<file path="src/bhe_pkg.sv">
// shared types, constants and codes of the binned histogram engine
// no dependencies; used by bhe_ctrl, bhe_datapath and the top level
package bhe_pkg;

   localparam int CELL_COUNT  = 1024;
   localparam int COUNT_WIDTH = 32;
   localparam int ADDR_WIDTH  = $clog2(CELL_COUNT);
   localparam int CELLS_WIDTH = ($clog2(CELL_COUNT + 1) > 11) ? $clog2(CELL_COUNT + 1) : 11;

   localparam int BIN_CAP_LIMIT = 1022;
   localparam int BIN_CAP       = 1023;
   localparam int CSR_COUNT_W   = 3;

   typedef logic signed [COUNT_WIDTH-1:0] cnt_type;

   typedef enum logic [2:0] {
      FUNC_FILL   = 3'd0,
      FUNC_ADD    = 3'd1,
      FUNC_SET    = 3'd2,
      FUNC_READ   = 3'd3,
      FUNC_MAX    = 3'd4,
      FUNC_CENTRE = 3'd5,
      FUNC_CLEAR  = 3'd6
   } func_type;

   typedef enum logic [1:0] {
      STATUS_DONE    = 2'd0,
      STATUS_RANGE   = 2'd1,
      STATUS_IGNORED = 2'd2
   } status_type;

   typedef enum logic [CSR_COUNT_W-1:0] {
      CSR_RANGE_LOW  = 3'd0,
      CSR_RANGE_HIGH = 3'd1,
      CSR_BIN_COUNT  = 3'd2,
      CSR_BIN_SCALE  = 3'd3,
      CSR_BIN_WIDTH  = 3'd4,
      CSR_THRESHOLD  = 3'd5
   } csr_type;

   typedef struct packed {
      logic load;
      logic mul;
      logic fetch;
      logic update;
      logic scan;
      logic clear_write;
   } cmd_type;

   typedef struct packed {
      logic [2:0] func;
      logic       sweep_at_end;
      logic       scan_at_end;
   } stat_type;

endpackage

</file>
<file path="src/bhe_ctrl.sv">
// sequencer of the binned histogram engine: state, busy and response strobe
// depends on bhe_pkg; drives the command word of bhe_datapath
module bhe_ctrl (
   input  logic               clock,
   input  logic               reset,
   input  logic               start,
   input  logic [2:0]         req_func,
   input  bhe_pkg::stat_type  stat,
   output bhe_pkg::cmd_type   cmd,
   output logic               busy,
   output logic               rsp_valid
);

   typedef enum logic [2:0] {
      S_INIT,
      S_IDLE,
      S_MUL,
      S_FETCH,
      S_UPDATE,
      S_SCAN,
      S_DRAIN,
      S_CLEAR
   } state_type;

   state_type state_ff, state_in;
   logic      busy_ff;
   logic      rsp_valid_ff;

   always_comb begin
      state_in = state_ff;
      cmd      = '0;
      unique case (state_ff)
         S_INIT: begin
            cmd.clear_write = 1'b1;
            if (stat.sweep_at_end) state_in = S_IDLE;
         end
         S_IDLE: begin
            if (start) begin
               cmd.load = 1'b1;
               unique case (bhe_pkg::func_type'(req_func))
                  bhe_pkg::FUNC_FILL,
                  bhe_pkg::FUNC_CENTRE: state_in = S_MUL;
                  bhe_pkg::FUNC_MAX:    state_in = S_SCAN;
                  bhe_pkg::FUNC_CLEAR:  state_in = S_CLEAR;
                  default:              state_in = S_UPDATE;
               endcase
            end
         end
         S_MUL: begin
            cmd.mul = 1'b1;
            if (stat.func == bhe_pkg::FUNC_FILL) state_in = S_FETCH;
            else state_in = S_UPDATE;
         end
         S_FETCH: begin
            cmd.fetch = 1'b1;
            state_in  = S_UPDATE;
         end
         S_UPDATE: begin
            cmd.update = 1'b1;
            state_in   = S_IDLE;
         end
         S_SCAN: begin
            cmd.scan = 1'b1;
            if (stat.scan_at_end) state_in = S_DRAIN;
         end
         S_DRAIN: begin
            state_in = S_UPDATE;
         end
         S_CLEAR: begin
            cmd.clear_write = 1'b1;
            if (stat.sweep_at_end) state_in = S_UPDATE;
         end
         default: state_in = S_IDLE;
      endcase
   end

   always_ff @(posedge clock) begin
      if (reset) begin
         state_ff     <= S_INIT;
         busy_ff      <= 1'b1;
         rsp_valid_ff <= 1'b0;
      end else begin
         state_ff     <= state_in;
         busy_ff      <= (state_in != S_IDLE);
         rsp_valid_ff <= (state_ff == S_UPDATE);
      end
   end

   assign busy      = busy_ff;
   assign rsp_valid = rsp_valid_ff;

endmodule

</file>
<file path="config.mk">
export PLATFORM = sky130hd
export DESIGN_NAME = bhe_ctrl
export DESIGN_NICKNAME = d
export VERILOG_FILES = /design/src/bhe_pkg.sv /design/src/bhe_ctrl.sv
export SDC_FILE = /design/constraint.sdc
export NUM_CORES = 1
export LEC_CHECK = 0
export BUFFER_PORTS_ARGS = -buffer_cell sky130_fd_sc_hd__buf_2
export CORE_AREA = 2 2 39 41
export CTS_BUF_LIST = sky130_fd_sc_hd__clkbuf_8
export CTS_CLUSTER_SIZE = 24
export DETAILED_ROUTE_END_ITERATION = 16
export DIE_AREA = 0 0 41 43
export PLACE_DENSITY = 0.64
export SYNTH_ARGS = -nofsm -noshare
export SYNTH_HDL_FRONTEND = slang
export SYNTH_SLANG_ARGS = --single-unit
</file>
<file path="constraint.sdc">
create_clock -name clock -period 1.4 [get_ports clock]
set_clock_uncertainty 0.15 [all_clocks]
set_input_delay 0.28 -clock clock [delete_from_list [all_inputs] [get_ports clock]]
set_output_delay 0.28 -clock clock [all_outputs]
set_load 0.01 [all_outputs]
</file>
# --- After elaboration in Yosys (flattened, before gate mapping) ---
# Cells that the tools add are included.
op_classes:
  add_sub_neg: 0
  n_mul: 0
  n_div: 0
  n_lt_le_gt_ge: 0
  n_eq_ne: 11
  n_shift: 0
  n_mux: 14
  n_bitwise: 0
  reduce_logical: 6
op_table:
  columns: ["operator", "n"]
  rows:
  - ["== test 3 bit (second input constant)", 7]
  - ["case mux 3 bit (7 select lines)", 1]
  - ["two-way mux 3 bit", 5]
  - ["logical NOT 3 bit", 3]
  - ["case mux 3 bit (3 select lines)", 1]
  - ["two-way mux 1 bit", 7]
  - ["== test 3 x 2 -> 1 bit (second input constant)", 2]
  - ["OR reduction 2 bit", 3]
  - ["== test 3 x 1 -> 1 bit (second input constant)", 1]
  - ["inequality test 3 x 1 -> 1 bit (second input constant)", 1]
word_totals:
  regBits: 5
  latch_bits: 0
  ramBits: 0
  romBits: 0
  inputBits: 11
  out_inout_bits: 8
  wordCells: 34
  n_memories: 0

# --- Depth between registers and ports, before layout ---
# Gate-level depths: netlist (run 1).
depth:
  ltp_word: 6
  mapped_depth: 5

# --- Worst setup path after synthesis (run 1) ---
# No wires, ideal clock.
synth_timing:
  path_kind: "register -> register"
  start: "register state_ff[1]"
  end: "register busy_ff (netlist: busy)"
  t_arrival_ns: 1.113
  t_required_ns: 1.122
  setup_slack_ns: 0.009
  path_stages_with_launch: 6
  cell_sequence: "dfxtp_1 -> buf_4 -> nor3b_2 -> nand2_1 -> a311oi_2 -> nand3_1"
synth_between:
  elab_chain_cells: 4
  word_cells_on_any_way: 15
  classes_between: "eq/ne: 8; mux: 5; reduce/logical: 2"
synth_lines:
  columns: ["item", "line_no", "rtl"]
  rows:
  - ["from (decl)", "bhe_ctrl.sv:25", "state_type state_ff, state_in;"]
  - ["from (signal assigned)", "bhe_ctrl.sv:83", "state_ff <= state_in;"]
  - ["== test 3 x 2 -> 1 bit / == test 3 bit (equally long branches)", "bhe_ctrl.sv:32", "unique case (state_ff)"]
  - ["OR reduction 2 bit (no line)", null, null]
  - ["case mux 3 bit (7 select lines) (*)", "bhe_ctrl.sv:32", null]
  - ["inequality test 3 x 1 -> 1 bit (*)", "bhe_ctrl.sv:84", "busy_ff <= (state_in != S_IDLE);"]
  - ["to (signal assigned)", "bhe_ctrl.sv:84", null]
  - ["to (decl)", "bhe_ctrl.sv:26", "logic busy_ff;"]
# Mark *: on every way between the ends. The rest lies on a longest branch, timed or not.
# A chain may end at the register's enable or synchronous reset.

==> results of run 1 <==
-- cell usage in the layout (no fill, tap or decap) --
cell,count
sky130_fd_sc_hd__nor3b_2,2
sky130_fd_sc_hd__nand2_2,1
sky130_fd_sc_hd__nand3_1,2
sky130_fd_sc_hd__o21a_1,1
sky130_fd_sc_hd__nor2_4,1
sky130_fd_sc_hd__dfxtp_1,2
sky130_fd_sc_hd__or3_1,1
sky130_fd_sc_hd__o221ai_1,1
sky130_fd_sc_hd__nor2b_1,2
sky130_fd_sc_hd__xor2_1,1
sky130_fd_sc_hd__nor4_1,1
sky130_fd_sc_hd__nand2b_1,1
sky130_fd_sc_hd__nand3_2,1
sky130_fd_sc_hd__nor2_1,4
sky130_fd_sc_hd__a311oi_2,1
sky130_fd_sc_hd__buf_4,9
sky130_fd_sc_hd__clkbuf_8,3
sky130_fd_sc_hd__xnor2_1,1
sky130_fd_sc_hd__nor3_1,4
sky130_fd_sc_hd__and3_1,1
sky130_fd_sc_hd__inv_1,3
sky130_fd_sc_hd__o211ai_1,1
sky130_fd_sc_hd__o221a_2,1
sky130_fd_sc_hd__nand4b_1,1
sky130_fd_sc_hd__nand2_1,4
sky130_fd_sc_hd__buf_6,3
sky130_fd_sc_hd__dfxtp_4,3
sky130_fd_sc_hd__a21oi_1,3
sky130_fd_sc_hd__buf_2,18
-- registers in the layout, indices dropped and copies added, names as in the netlist --
register   cells
state_ff       3
rsp_valid      1
busy           1
-- power groups by stage --
stage / logic, mW / registers [mW] / clock network (mW)
after detailed placement: 0.119 / 0.168 / 0
after global placement: 0.117 / 0.168 / 0
after floorplan: 0.0670 / 0.164 / 0
final: 0.141 / 0.163 / 0.265
after CTS: 0.140 / 0.163 / 0.267
after global routing: 0.155 / 0.165 / 0.277
-- timing repair --
item,CTS,global route
setup endpoints to repair,7,7
setup buffers,3,0
pin swaps,5,1
gates resized for setup,12,2
-- per-stage QoR --
stage          area, um2  util, %
2_1_floorplan      352.8        -
3_3_place_gp       506.7    36.62
4_1_cts            610.6    44.12
6_report           616.8    44.57
3_5_place_dp       506.7    36.62
5_1_grt            616.8    44.57
-- area by class of cell --
cell class	instances	share of cell area, %
inverter	2	1.217
timing repair buffer	30	31.03
tap	16	3.245
sequential	5	18.05
multi-input combinational	36	39.15
clock buffer	3	6.694
clock inverter	1	0.6085
-- cells by family after synthesis --
kind of cell	count (synthesis)	share of synthesized area, %
compound gates	8	18.44
xor+xnor	2	4.965
buf+inv	5	8.865
flops	5	28.37
simple gates	26	39.37
-- worst paths after layout --
path / from / to / slack (ns) / depth (start not counted)
worst min register to register: state_ff[0] / state_ff[0] / 0.49 / 3
worst min-delay path: reset / state_ff[1] / 0.13 / 2
worst max-delay path: state_ff[0] / cmd[0] / -0.15 / 3
worst max register to register: state_ff[2] / busy / 0.05 / 5
-- routing by layer --
layer	up-vias	routed length (um)	global-route usage (%)
met5	-	0	0
met4	0	20	10.00
met3	2	35	3.141
met2	13	509	20.94
met1	184	414	14.84
li1	228	-	-
==> results, run 1 <==
- The maximum cell stage delay along the critical path is 0.36 ns.
- The maximum number of pins on one net before global-route repair is 9.
- The count of distinct cell types in the synthesized netlist is 25.
- In this run, synthesis produced a sequential element count of 5.
- The sum of buffers and inverters on the critical path is 1.
- The mean routed wirelength per cell is 10.54 um.
- In the synthesized netlist the async set-or-reset flop fraction comes to 0%.
- The maximum VDD drop is 0.0004033 V.
- The average instance in the mapped netlist occupies 7.670 um2.
- The number of placed cells counting well taps is 86.
- The worst path uses 110.4% of the clock period.
- The clock latency on the worst-skew pair is 0.23 ns.
- The initial core utilization is 25.50%.
- The worst slew slack as a fraction of its limit is 79.23%.
- The proportion of power drawn by combinational gates is 24.7%.
- Setup repair after global routing could not meet its margin everywhere.
- In this run the count of I/O pins placed on the die edge is 19.
- The final reports fail on negative setup slack.
- The count of endpoints failing setup in the final report is 6.
- At the pin with the least slew margin, the transition time is 0.3087 ns.
- The total global routing track utilization is 13.47%.
- The HPWL after detailed placement is 693.6 um.
- Synthesis produced a netlist whose cell count is 46.
- After global routing the overflow that remains totals 0.
- The clock-pin slew on the worst setup and hold paths is 0.04 ns.
- The sequential area share after synthesis is 28.37%.
- The switching portion of total power is 26.67%.
- Once detail routing completed, the nets flagged for antenna violations numbered 0.
- Ranked by instance count, the synthesized netlist is headed by 5 x sky130_fd_sc_hd__dfxtp_1, 5 x sky130_fd_sc_hd__nand2_1, 5 x sky130_fd_sc_hd__nor2_1.
- The worst setup path is captured at a primary output.
- The final period demand of the worst path is 1.546 ns.
- The number of sinks on the clock net is 5.
- The max-slew violation total from the final report is 0.
- After detailed routing, the number of vias per cell comes to 4.591.
- STA classifies the critical path startpoint as a flip-flop.
- Clock tree synthesis selected as its root buffer the cell sky130_fd_sc_hd__clkbuf_8.
- When the netlist entered floorplanning its net count stood at 57.
- Of the total power, the clock network draws 46.6%.
- Buffers inserted to repair hold after CTS numbered 0.
- The flow ran to the end, but the final reports show violations.
- The internal power of the cells is 0.4176 mW.
- The repair_antennas step left the layout with diodes totalling 0.
- The overall die area is 0.001763 mm2.
- Traced cell by cell, the critical path runs through or3_1 -> nand2_1 -> buf_2.
- The worst hold slack is 0.1290 ns.
- In this run the standard cell core region covers 0.001384 mm2.
- In the synthesized netlist the dominant register cell turns out to be sky130_fd_sc_hd__dfxtp_1.
- The placement-stage worst setup slack is -0.02433 ns.
- The last weighted congestion value of the routability-driven placer is 0.8031.
- The area of the mapped netlist is 352.8 um2.
- Leaving out filler cells and counting taps, the final layout contains 93.
- The residual DRC count is 0.
- In the final layout, the multi-input gates occupy 241.5 um2.
- The warning count from the yosys run is 0.
- The arrival time reported for the critical path endpoint is 1.12 ns.
- In the post-synthesis netlist, the biggest area contributors are sky130_fd_sc_hd__dfxtp_1 28%, sky130_fd_sc_hd__nor3_1 5.7%, sky130_fd_sc_hd__nand2_1 5.3%.
- The slowest library cell on the worst path is sky130_fd_sc_hd__or3_1.
- The number of nets in the final layout is 89.
- The number of synthesized flops with an enable pin is 0.
- The maximum clock rate is 646.9 MHz.
- The top cell type by total area after synthesis is sky130_fd_sc_hd__dfxtp_1.
- Before antenna repair, the detailed router went through 4 iterations.
- The wire length of the first global-routing pass is 1552 um.
- In this run the power spent charging and discharging nets is 0.1518 mW.
- In this design, the largest share of critical-path delay is due to simple AND/OR/NAND/NOR gates.
- The tightest min-delay check is of the primary input to flip-flop type.
- The floorplan step set the die width to 41 um.
- In this run the deepest clock path goes through 2 buffers.
- Sequential cells account for 28.7% of the total power.
- The number of max-cap violations is 0.
- The number of antenna violations at the first check in global routing is 0.
- In this run the worst path has a maximum fanout of 5.
- The critical path is of the flip-flop to primary output type.
- The number of global-route vias before repair is 403.
- After synthesis, the largest area contributor takes up 28.37% of total cell area.
- In this run the static leakage power is 0.2980 nW.
- Total power for the finished layout comes to 0.5694 mW.
- The area growth from synthesis to final layout is 74.82%.
- The worst endpoint required time is 0.97 ns.
- Counting the fill cells in the layout gives 146.
- The number of placement rows is 14.
- The maximum level of the CTS H-tree is 1.
- The final-report hold violation count is 0.
- The total CTS buffers is 3.
- The power per cell area is 923.1 mW/mm2.
- The die height is 43 um.
- The aggregate negative setup slack is -0.4602 ns.
- Across all layers, the routed design uses 427 vias.
- TritonCTS built the clock tree.
- The count of port buffers added during placement is 18.
- In this run, the number of DRC markers left after iteration 0 of detailed routing was 4.
- The layout cell share with drive strength beyond 1 is 55.84%.
- After layout, the worst setup slack is -0.1459 ns.
- Wires add up to 980 um.
- The area of all sequential standard cells is 111.4 um2.
(Power assumes the default switching activity.)
==> inputs of run 2 (changes only) <==
PLACE_DENSITY = 0.62   (was 0.64)
clock period = 1.65 ns   (was 1.4 ns; I/O delays follow)
==> run 2 against run 1 <==
  * The flow now finishes without violations
  * Sequential share of layout area increased by 3.1 points
  * Clock power decreased by 18%
  * Die area unchanged
  * First-iteration DRC count increased to 3.0 times the previous value
  * Non-clock buffer count decreased by 10
  * Cell count decreased by 11%
  * Combinational power decreased by 41%
  * Sequential power decreased by 11%
  * Global-route usage decreased by 3.6 points
  * Cell area decreased by 18%
  * Critical path type unchanged
  * Largest cell class unchanged
  * Largest power group unchanged
==> results, run 2 (synthesized netlist as in run 1, its figures left out) <==
- The filler cell count is 151 (+3.4%).
- The post-layout worst setup margin is 0.03876 ns (+0.1846 ns).
- The total CTS buffers was 3 (unchanged).
- The register-to-register path setup slack is 0.10 ns (+0.05 ns).
- The layout cell share with drive strength beyond 1 is 43.28% (-13 points).
- The part of the power in the clock network is 48.7% (+2.1 points).
- The die height is 43 um (unchanged).
- Leaving out fill and tap cells, the most frequent cells in the layout are 18 x sky130_fd_sc_hd__buf_2, 5 x sky130_fd_sc_hd__nor2_1, 5 x sky130_fd_sc_hd__nand2_1.
- The number of max-cap violations is 0 (unchanged).
- The worst endpoint required time came to 1.17 ns (+0.20 ns).
- The final routed wirelength across all metal layers is 841 um (-14%).
- The post-route antenna net violation count is 0 (unchanged).
- The worst setup path is launched from a flip-flop.
- Setup repair after global routing left no endpoint under its margin.
- The register share of total power came to 32.6% (+3.9 points).
- The maximum VDD drop was 0.0007439 V (+84%).
- The flow ran to the end, and the final reports show no timing, DRC or antenna violations.
- The count of endpoints failing setup in the final report came to 0 (-6).
- The kind of cell adding the most delay to the critical path is simple AND/OR/NAND/NOR gates.
- The number of sinks on the clock net is 5 (unchanged).
- The total global routing track utilization came to 9.839% (-3.6 points).
- The residual DRC count is 0 (unchanged).
- The wire length of the first global-routing pass is 1145 um (-26%).
- The number of vias after detailed routing came to 386 (-9.6%).
- The overall die area was 0.001763 mm2 (unchanged).
- The sum of buffers and inverters on the critical path is 1 (unchanged).
- The worst slew slack as a fraction of its limit is 79.57% (+0.35 points).
- The routed via count divided by cell count is 4.651 (+1.3%).
- The slowest library cell on the worst path is sky130_fd_sc_hd__or3_1.
- The area of the core is 0.001384 mm2 (unchanged).
- The power spent charging and discharging nets was 0.1121 mW (-26%).
- The number of antenna violations at the first check in global routing is 0 (unchanged).
- The transition time at the pin with the least slew margin is 0.3036 ns (-0.005135 ns).
- The startpoint of the worst hold path is reset.
- The worst reg-to-reg path cell count is 6 (+1).
- The aggregate negative setup slack was 0 ns (+0.4602 ns).
- The CTS tree is yes.
- The length of the first detailed-routing pass in iterations is 4 (unchanged).
- The last weighted congestion value of the routability-driven placer is 0.7614 (-5.2%).
- The count of pins on the block boundary was 19 (unchanged).
- The fraction of the core area covered by cells at the end of the flow is 36.35% (-8.2 points).
- The maximum cell stage delay along the critical path is 0.37 ns (about the same).
- The detailed-placement wirelength estimate came to 643.9 um (-7.2%).
- The critical register-to-register path startpoint is state_ff[2].
- The count of routing violations after the opening detailed-route iteration is 12 (+8).
- The static leakage power was 0.2383 nW (-20%).
- The power per cell area was 882.2 mW/mm2 (-4.4%).
- After layout, the worst path uses 97.65% of the clock period.
- The number of placement rows was 14 (unchanged).
- The final period demand of the worst path is 1.611 ns.
- The endpoint of the lowest-slack register-to-register path is busy.
- The destination of the worst hold path is state_ff[1].
- The max-slew violation total from the final report is 0 (unchanged).
- The clock latency on the worst-skew pair was 0.22 ns (about the same).
- The maximum level of the CTS H-tree came to 1 (unchanged).
- The clock-pin slew on the worst setup and hold paths came to 0.04 ns (about the same).
- The placement-stage worst setup slack is 0.1228 ns (+0.1471 ns).
- The arrival time reported for the critical path endpoint is 1.13 ns (about the same).
- The CTS root buffer is sky130_fd_sc_hd__clkbuf_8.
- The maximum number of pins on one net before global-route repair came to 15 (+6).
- Timing would allow up to 620.6 MHz.
- The number of diodes is 0 (unchanged).
- The final-report hold violation count is 0 (unchanged).
- The register containing the most flip-flops in the final layout is state_ff.
- The leading cell type in the layout, fill and taps excluded is sky130_fd_sc_hd__buf_2.
- The chip width is 41 um (unchanged).
- The total overflow reported by the global router is 0 (unchanged).
- The type of destination of the critical path is a primary output.
- The initial core utilization was 25.50% (unchanged).
- The maximum fanout along the worst path is 7 (+2).
- The number of stages on the worst hold path came to 2 (unchanged).
- The area growth from synthesis to final layout is 42.55%.
- The category of the most critical setup path is flip-flop to primary output.
- In this run the worst hold path is classified as primary input to flip-flop.
- The proportion of power drawn by combinational gates is 18.7% (-6.0 points).
- The number of global-route vias before repair was 296 (-27%).
- The mean routed wirelength per cell is 10.13 um (-3.8%).
- The flip-flop count of the largest register after layout was 3 (unchanged).
- The internal power of the cells was 0.3316 mW (-21%).
- The hold-fix buffer count after cts is 0 (unchanged).
- The switching portion of total power is 25.27% (-1.4 points).
- The number of buffers on the longest clock path is 2 (unchanged).
- The signal on the critical path passes through or3_1 -> nand2_1 -> buf_2.
- The count of port buffers added during placement is 18 (unchanged).
- The number of nets in the final layout is 79 (-11%).
run 2: cell type report:
cell class                      count  area [um2]  share of cell area [%]
Inverter                            2       7.507                   1.493
Clock inverter                      1       3.754                  0.7463
Tap cell                           16       20.02                   3.980
Multi-Input combinational cell     36       221.5                   44.03
Clock buffer                        3       41.29                   8.209
Sequential cell                     5       106.4                   21.14
Timing Repair Buffer               20       102.6                   20.40
run 2: per-layer routing:
layer,global-route usage [%],vias up,share of wire (%)
li1,-,206,-
met1,12.54,169,47
met2,12.81,11,47
met3,6.283,0,6.5
met4,4.000,0,0
met5,0,-,0
run 2: worst max path at each step:
stage	slack (ns)	cells after the start	endpoint	start
after floorplan	0.26	5	busy	state_ff[1]
after global placement	0.15	4	busy	state_ff[2]
after detailed placement	0.12	4	busy	state_ff[2]
after CTS	0.006	3	cmd[0]	state_ff[2]
after global routing	0.008	6	busy	state_ff[2]
final	0.04	3	cmd[0]	state_ff[2]
run 2: per-stage QoR:
step / std cells / cell area, um2 / hold slack (ns) / power [mW]
final: 83 / 503.0 / 0.1792 / 0.4437
after global routing: 83 / 503.0 / 0.1763 / 0.4691
after CTS: 81 / 488.0 / 0.1724 / 0.4509
after detailed placement: 77 / 439.2 / 0.4151 / 0.2266
after global placement: 77 / 439.2 / 0.4081 / 0.2253
after floorplan: 46 / 352.8 / 0.2524 / 0.1962
run 2: what timing repair did:
action | in CTS | in global routing
cloned | 0 | 0
setup endpoints to repair | 3 | 1
resized for setup | 3 | 1
setup buffers | 0 | 2
run 2: power groups by stage:
stage / clock network (mW) / logic [mW] / registers [mW]
6_report: 0.216 / 0.0831 / 0.145
5_1_grt: 0.232 / 0.0910 / 0.146
2_1_floorplan: 0 / 0.0568 / 0.139
4_1_cts: 0.225 / 0.0793 / 0.147
3_5_place_dp: 0 / 0.0793 / 0.147
3_3_place_gp: 0 / 0.0787 / 0.147
